## src/hw/rtl/cpf_pkg.sv

```systemverilog
// Package for the command packet framer: queue entry type, constants and
// the CRC-8 / CRC-32 byte-update functions. No dependencies.
package cpf_pkg;

    localparam int CPF_QUEUE_DEPTH = 4;

    localparam logic [7:0]  CRC8_POLY   = 8'h07;
    localparam logic [31:0] CRC32_POLY  = 32'hEDB88320;
    localparam logic [31:0] CRC32_INIT  = 32'hFFFFFFFF;

    localparam logic ACT_START   = 1'b0;
    localparam logic ACT_PAYLOAD = 1'b1;

    localparam logic [3:0] HDR_LAST_IDX = 4'd7;
    localparam logic [3:0] TRL_LEN      = 4'd4;

    // hdr: cmd, subcmd, type, seq, len lo, len hi from the low byte up;
    // for a payload word only hdr[7:0] is used.
    typedef struct packed {
        logic        is_start;
        logic        trailer;
        logic [47:0] hdr;
    } cpf_cmd_t;

    function automatic logic [7:0] crc8_byte(input logic [7:0] crc, input logic [7:0] b);
        logic [7:0] c;
        c = crc ^ b;
        for (int i = 0; i < 8; i++) begin
            c = c[7] ? ({c[6:0], 1'b0} ^ CRC8_POLY) : {c[6:0], 1'b0};
        end
        return c;
    endfunction

    function automatic logic [31:0] crc32_byte(input logic [31:0] crc, input logic [7:0] b);
        logic [31:0] c;
        c = crc ^ {24'd0, b};
        for (int i = 0; i < 8; i++) begin
            c = c[0] ? ({1'b0, c[31:1]} ^ CRC32_POLY) : {1'b0, c[31:1]};
        end
        return c;
    endfunction

endpackage

```

## src/hw/rtl/command_packet_framer_crc.sv

```systemverilog
// Top level of the command packet framer with CRC-8 header and CRC-32 trailer.
// Instantiates cpf_front, cpf_queue and cpf_back; uses cpf_pkg.
//
//  channel | dir | tdata                                             | tuser      | tlast
//  s_      | in  | command, subcommand, packet_type, payload_length, | action     | -
//          |     | data_byte                                         |            |
//  m_      | out | out_byte                                          | packet_end | run_last
//
// Input words are taken one per cycle while the command queue has room;
// the back end sends one byte per cycle while m_tready allows, so a start word
// yields 8 bytes (12 with an empty payload), a payload byte 1 (5 with the trailer).
// Reset (aresetn low, synchronous) clears sequence, packet state and queue.
// The output register stalls only the back end; the front keeps accepting
// until the queue fills.
module command_packet_framer_crc #(
    parameter int QUEUE_DEPTH = cpf_pkg::CPF_QUEUE_DEPTH
) (
    input  logic        aclk,
    input  logic        aresetn,
    input  logic        s_tvalid,
    output logic        s_tready,
    input  logic [47:0] s_tdata,   // command, subcommand, packet_type, payload_length, data_byte
    input  logic [0:0]  s_tuser,   // action
    output logic        m_tvalid,
    input  logic        m_tready,
    output logic [7:0]  m_tdata,   // out_byte
    output logic        m_tlast,
    output logic [0:0]  m_tuser    // packet_end
);
    import cpf_pkg::*;

    logic     push, q_full, pop, head_valid;
    cpf_cmd_t push_cmd, head_cmd;

    cpf_front u_front (
        .aclk     (aclk),
        .aresetn  (aresetn),
        .s_tvalid (s_tvalid),
        .s_tready (s_tready),
        .s_tdata  (s_tdata),
        .s_tuser  (s_tuser),
        .push     (push),
        .push_cmd (push_cmd),
        .q_full   (q_full)
    );

    cpf_queue #(
        .DEPTH (QUEUE_DEPTH)
    ) u_queue (
        .aclk       (aclk),
        .aresetn    (aresetn),
        .push       (push),
        .push_cmd   (push_cmd),
        .full       (q_full),
        .pop        (pop),
        .head_valid (head_valid),
        .head_cmd   (head_cmd)
    );

    cpf_back u_back (
        .aclk       (aclk),
        .aresetn    (aresetn),
        .head_valid (head_valid),
        .head_cmd   (head_cmd),
        .pop        (pop),
        .m_tvalid   (m_tvalid),
        .m_tready   (m_tready),
        .m_tdata    (m_tdata),
        .m_tlast    (m_tlast),
        .m_tuser    (m_tuser)
    );

endmodule

```

## src/hw/rtl/cpf_front.sv

```systemverilog
// Front end of the framer: accepts input words, tracks sequence and open
// packet state, and queues header or payload commands. Uses cpf_pkg.
module cpf_front (
    input  logic              aclk,
    input  logic              aresetn,
    input  logic              s_tvalid,
    output logic              s_tready,
    input  logic [47:0]       s_tdata,
    input  logic [0:0]        s_tuser,
    output logic              push,
    output cpf_pkg::cpf_cmd_t push_cmd,
    input  logic              q_full
);
    import cpf_pkg::*;

    logic [7:0]  seq_reg, seq_next;
    logic [15:0] remain_reg, remain_next;
    logic        open_reg, open_next;

    logic        accept;
    logic [15:0] plen;
    logic [15:0] flen;

    assign s_tready = !q_full;
    assign accept   = s_tvalid && s_tready;
    assign plen     = s_tdata[39:24];
    assign flen     = plen + 16'd4;

    always_comb begin
        seq_next          = seq_reg;
        remain_next       = remain_reg;
        open_next         = open_reg;
        push              = 1'b0;
        push_cmd.is_start = 1'b0;
        push_cmd.trailer  = 1'b0;
        push_cmd.hdr      = {40'd0, s_tdata[47:40]};
        if (accept) begin
            if (s_tuser[0] == ACT_START) begin
                push              = 1'b1;
                push_cmd.is_start = 1'b1;
                push_cmd.trailer  = (plen == 16'd0);
                push_cmd.hdr      = {flen, seq_reg, s_tdata[23:0]};
                seq_next          = seq_reg + 8'd1;
                open_next         = (plen != 16'd0);
                remain_next       = plen;
            end else if (open_reg) begin
                push             = 1'b1;
                push_cmd.trailer = (remain_reg == 16'd1);
                remain_next      = remain_reg - 16'd1;
                if (remain_reg == 16'd1) begin
                    open_next = 1'b0;
                end
            end
        end
    end

    always_ff @(posedge aclk) begin
        if (!aresetn) begin
            seq_reg    <= '0;
            remain_reg <= '0;
            open_reg   <= 1'b0;
        end else begin
            seq_reg    <= seq_next;
            remain_reg <= remain_next;
            open_reg   <= open_next;
        end
    end

endmodule

```

## src/hw/rtl/cpf_queue.sv

```systemverilog
// Small register FIFO of framer commands between front and back end.
// Uses cpf_pkg for the entry type.
module cpf_queue #(
    parameter int DEPTH = cpf_pkg::CPF_QUEUE_DEPTH
) (
    input  logic              aclk,
    input  logic              aresetn,
    input  logic              push,
    input  cpf_pkg::cpf_cmd_t push_cmd,
    output logic              full,
    input  logic              pop,
    output logic              head_valid,
    output cpf_pkg::cpf_cmd_t head_cmd
);
    import cpf_pkg::*;

    localparam int PW = (DEPTH > 1) ? $clog2(DEPTH) : 1;
    localparam int CW = $clog2(DEPTH + 1);
    localparam logic [PW-1:0] PTR_MAX = PW'(DEPTH - 1);
    localparam logic [CW-1:0] CNT_MAX = CW'(DEPTH);

    cpf_cmd_t      mem_reg [DEPTH];
    logic [PW-1:0] wr_reg, wr_next;
    logic [PW-1:0] rd_reg, rd_next;
    logic [CW-1:0] cnt_reg, cnt_next;

    logic do_push, do_pop;

    assign full       = (cnt_reg == CNT_MAX);
    assign head_valid = (cnt_reg != '0);
    assign head_cmd   = mem_reg[rd_reg];
    assign do_push    = push && !full;
    assign do_pop     = pop && head_valid;

    always_comb begin
        wr_next  = do_push ? ((wr_reg == PTR_MAX) ? '0 : wr_reg + 1'b1) : wr_reg;
        rd_next  = do_pop  ? ((rd_reg == PTR_MAX) ? '0 : rd_reg + 1'b1) : rd_reg;
        cnt_next = cnt_reg;
        if (do_push && !do_pop) begin
            cnt_next = cnt_reg + 1'b1;
        end else if (!do_push && do_pop) begin
            cnt_next = cnt_reg - 1'b1;
        end
    end

    always_ff @(posedge aclk) begin
        if (do_push) begin
            mem_reg[wr_reg] <= push_cmd;
        end
    end

    always_ff @(posedge aclk) begin
        if (!aresetn) begin
            wr_reg  <= '0;
            rd_reg  <= '0;
            cnt_reg <= '0;
        end else begin
            wr_reg  <= wr_next;
            rd_reg  <= rd_next;
            cnt_reg <= cnt_next;
        end
    end

endmodule

```

## src/hw/rtl/cpf_back.sv

```systemverilog
// Back end of the framer: walks the head command byte by byte, runs the
// header CRC-8 and packet CRC-32, and drives the registered output stream.
// Uses cpf_pkg.
module cpf_back (
    input  logic              aclk,
    input  logic              aresetn,
    input  logic              head_valid,
    input  cpf_pkg::cpf_cmd_t head_cmd,
    output logic              pop,
    output logic              m_tvalid,
    input  logic              m_tready,
    output logic [7:0]        m_tdata,
    output logic              m_tlast,
    output logic [0:0]        m_tuser
);
    import cpf_pkg::*;

    logic [3:0]  idx_reg, idx_next;
    logic [7:0]  crc8_reg, crc8_next;
    logic [31:0] crc32_reg, crc32_next;
    logic        vld_reg, vld_next;
    logic [7:0]  data_reg, data_next;
    logic        last_reg, last_next;
    logic        end_reg, end_next;

    logic        adv, fire, final_byte, in_trl;
    logic [3:0]  body_end, end_idx;
    logic [1:0]  tpos;
    logic [7:0]  byte_sel, crc8_base;
    logic [31:0] crc32_base, fin;

    assign adv      = !vld_reg || m_tready;
    assign fire     = adv && head_valid;
    assign body_end = head_cmd.is_start ? HDR_LAST_IDX : 4'd0;
    assign end_idx  = body_end + (head_cmd.trailer ? TRL_LEN : 4'd0);
    assign final_byte = (idx_reg == end_idx);
    assign in_trl   = (idx_reg > body_end);
    assign tpos     = 2'(idx_reg - body_end - 4'd1);
    assign fin      = ~crc32_reg;
    assign crc8_base  = (idx_reg == 4'd0) ? 8'd0 : crc8_reg;
    assign crc32_base = (head_cmd.is_start && idx_reg == 4'd0) ? CRC32_INIT : crc32_reg;
    assign pop      = fire && final_byte;

    always_comb begin
        byte_sel = head_cmd.hdr[7:0];
        if (in_trl) begin
            byte_sel = fin[8*tpos +: 8];
        end else if (head_cmd.is_start) begin
            case (idx_reg[2:0])
                3'd0:    byte_sel = head_cmd.hdr[7:0];
                3'd1:    byte_sel = head_cmd.hdr[15:8];
                3'd2:    byte_sel = head_cmd.hdr[23:16];
                3'd3:    byte_sel = head_cmd.hdr[31:24];
                3'd4:    byte_sel = head_cmd.hdr[39:32];
                3'd5:    byte_sel = head_cmd.hdr[47:40];
                3'd6:    byte_sel = ~crc8_reg;
                default: byte_sel = crc8_reg;
            endcase
        end
    end

    always_comb begin
        idx_next   = idx_reg;
        crc8_next  = crc8_reg;
        crc32_next = crc32_reg;
        vld_next   = vld_reg;
        data_next  = data_reg;
        last_next  = last_reg;
        end_next   = end_reg;
        if (adv) begin
            vld_next = head_valid;
        end
        if (fire) begin
            data_next = byte_sel;
            last_next = final_byte;
            end_next  = final_byte && head_cmd.trailer;
            idx_next  = final_byte ? 4'd0 : idx_reg + 4'd1;
            if (head_cmd.is_start && idx_reg < 4'd6) begin
                crc8_next = crc8_byte(crc8_base, byte_sel);
            end
            if (in_trl) begin
                if (final_byte) begin
                    crc32_next = CRC32_INIT;
                end
            end else begin
                crc32_next = crc32_byte(crc32_base, byte_sel);
            end
        end
    end

    always_ff @(posedge aclk) begin
        if (!aresetn) begin
            idx_reg   <= '0;
            crc8_reg  <= '0;
            crc32_reg <= CRC32_INIT;
            vld_reg   <= 1'b0;
        end else begin
            idx_reg   <= idx_next;
            crc8_reg  <= crc8_next;
            crc32_reg <= crc32_next;
            vld_reg   <= vld_next;
        end
    end

    always_ff @(posedge aclk) begin
        data_reg <= data_next;
        last_reg <= last_next;
        end_reg  <= end_next;
    end

    assign m_tvalid   = vld_reg;
    assign m_tdata    = data_reg;
    assign m_tlast    = last_reg;
    assign m_tuser[0] = end_reg;

endmodule

```

## config.mk

```make
export PLATFORM = sky130hd
export DESIGN_NAME = command_packet_framer_crc
export DESIGN_NICKNAME = d
export VERILOG_FILES = /design/src/hw/rtl/cpf_pkg.sv /design/src/hw/rtl/command_packet_framer_crc.sv /design/src/hw/rtl/cpf_front.sv /design/src/hw/rtl/cpf_queue.sv /design/src/hw/rtl/cpf_back.sv
export SDC_FILE = /design/constraint.sdc
export NUM_CORES = 1
export LEC_CHECK = 0
export BUFFER_PORTS_ARGS = -buffer_cell sky130_fd_sc_hd__buf_2
export CELL_PAD_IN_SITES_DETAIL_PLACEMENT = 0
export CELL_PAD_IN_SITES_GLOBAL_PLACEMENT = 1
export CORE_MARGIN = 2
export CORE_UTILIZATION = 30
export DETAILED_ROUTE_END_ITERATION = 16
export PLACE_DENSITY_LB_ADDON = 0.05
export SYNTH_ARGS = -nofsm -noshare
export SYNTH_HDL_FRONTEND = slang
export SYNTH_SLANG_ARGS = --single-unit
```

## constraint.sdc

```tcl
create_clock -name aclk -period 6 [get_ports aclk]
set_input_delay 0.3 -clock aclk [delete_from_list [all_inputs] [get_ports aclk]]
set_output_delay 0.3 -clock aclk [all_outputs]
set_load 0.005 [all_outputs]
```

==> metrics.yaml <==
hold_violations: 0
grt_max_degree: 51
area_growth_pct: 15.6
cp.required_ns: 6.40
die-area_mm2: 0.0487
final_max_slew_viol_count: 0
slowest_stage: "xnor2_2"
coreArea_mm2: 0.0465
final_common_cell: "edfxtp_1"
setup_viol: 0
synth_warnings: 0
synth_cell_types: 77
slew_headroom: 0.321
asyncSetResetFlopFracSynth: 0
post-cts-setup-buffers: 0
row_count: 79
cts-root-buf: "clkbuf_16"
start_util: 0.303
arrival_ns: 5.08
rsz0062_at_grt: "no"
dpl.hpwl_um: 27600
dr.first_iter.drc_count: 511
io_pins: 65
path_clk_slew_ns: 0.05
status: "complete, no violations"
numPortBuffers: 64
endpoint_kind: "register"
place_congestion: 0.749
cp_cell_sequence: "mux4_2 -> inv_2 -> ha_1 -> xnor2_2 -> mux4_2 -> a221oi_4 -> xor2_2 -> xor3_2 -> xnor2_2 -> xor2_1 -> a41oi_2"
min_period_over_period: 0.780
antenna_found_initial: 0
first_pass_iters: 4
cellLeakagePower_nw: 5.61
ys_seq_area_frac: 0.560
netlist_instances: 1116
hp-class: "input port to register"
cts_tree: "done"
antennaDiodeCount: 0
synth_largest_area_cell: "edfxtp_1"
reg2reg_depth: 11
tightestPinTransition_ns: 1.02
synth_top_area_share: 0.448
drc: 0
whs_path_depth: 3
syn-cell-area_mm2: 0.0141
fmax_ghz: 0.214
vdd_drop_max_mv: 0.464
dieWidth_um: 221
die_y_um: 221
mostFrequentLayoutCells: "edfxtp_1, nor2_1, nand2_1"
syn_nets: 1191
grt_pass1_wl_um: 61400
cts_buffers: 37
wire_per_inst_um: 22.3
finClkSkew_ns: 0.0238
drt-vias-per-instance: 4.93
fin_crit_ns: 4.68
vias: 8975
yosys_register_bits: 289
worstSkewPairLatency_ns: 0.56
grt_util_all_layers: 0.173
grt-ovfl-total: 0
setup-tns-final_ns: 0
htree_levels: 2
crit_type: "register to register"
grt_pass1_vias: 9090
hold_ws_ns: 0.0885
slowest_delay_ns: 0.64
cp_max_fo: 10
power_density_mw_per_mm2: 648
drive_gt1_frac: 0.181
routed_wl_um: 40700
critPathLaunchType: "register"
ant_nets: 0
clock_path_buffers: 3
largest_reg_flops: 200
max-cap-violations: 0
final_util: 0.350
clock_sinks: 289
yosys-top-cells-area: "edfxtp_1, dfxtp_1, mux4_2"
filler_cell_count: 4607
layout.nets: 1260
cts_resized: 0
synth-edff-count: 210
synth_flop_cell: "edfxtp_1"
synth.avg_cell_area_um2: 12.6
[cell usage after synthesis (25+ instances only)]
master    instances
xnor2_1          53
o21ai_0          25
nand2_1          93
and2_1           35
mux4_2           29
dfxtp_1          79
xor2_1           46
mux2i_1          51
clkbuf_1         34
nor2_1           98
a21oi_1          39
o22ai_1          40
edfxtp_1        210
[worst paths after layout]
check        slack (ns)               endpoint                    from
max reg2reg        1.32   u_back.crc32_reg[23]  u_queue.mem_reg[0][49]
max                1.32   u_back.crc32_reg[23]  u_queue.mem_reg[0][49]
min reg2reg        0.48        u_back.m_tvalid         u_back.m_tvalid
min                0.09  u_queue.mem_reg[2][5]              s_tdata[5]
[routing by layer]
layer	share of wire	track usage	up-vias
li1	-	-	4298
met1	0.47	0.241	4503
met2	0.47	0.279	124
met3	0.035	0.0304	50
met4	0.019	0.0422	0
met5	0	0	-
[worst max-delay path, delay by kind of cell, from the launching register on]
| kind | cells | cell delay [ns] |
|---|---|---|
| compound gates | 2 | 0.69 |
| xor+xnor | 5 | 1.86 |
| fa+ha+maj | 1 | 0.32 |
| buf+inv | 1 | 0.19 |
| flops | 1 | 0.36 |
| mux | 2 | 1.12 |
[through the flow]
| stage | area (µm²) | total power, W | cells | setup slack, ns |
|---|---|---|---|---|
| 2_1_floorplan | 14100 | 0.00712 | 1116 | 1.60 |
| 3_3_place_gp | 15000 | 0.00852 | 1752 | 1.32 |
| 3_5_place_dp | 15000 | 0.00845 | 1752 | 1.27 |
| 4_1_cts | 16300 | 0.0107 | 1821 | 1.26 |
| 5_1_grt | 16300 | 0.0113 | 1821 | 0.957 |
| 6_report | 16300 | 0.0106 | 1821 | 1.32 |
[area by class of cell]
cell class	instances	area, µm²	share of cell area
Clock inverter	15	165	0.0101
Inverter	24	90.1	0.00553
Clock buffer	53	1060	0.0649
Sequential cell	289	7890	0.485
Timing Repair Buffer	89	510	0.0314
Multi-Input combinational cell	744	5810	0.357
Tap cell	607	759	0.0466
[report_power, final]
| part | internal, W | total, W | switching, W |
|---|---|---|---|
| clock network | 0.00133 | 0.00223 | 0.000897 |
| logic | 0.00263 | 0.00568 | 0.00305 |
| registers | 0.00247 | 0.00264 | 0.000175 |
[cell families after synthesis]
kind of cell	count (synthesis)	share of synthesized area
xor gates and xnor gates	118	0.0891
and+or+nand+nor	330	0.113
buffers and inverters	83	0.0284
muxes	92	0.0997
AOI/OAI and AO/OA	182	0.0900
DFF	289	0.560
adders and majority gates	22	0.0201
[what timing repair did]
item,4_1_cts,5_1_grt
hold endpoints to repair,1,0
endpoints found under the setup margin,0,0
hold buffers,1,0
Power figures use the tool's default switching activity.
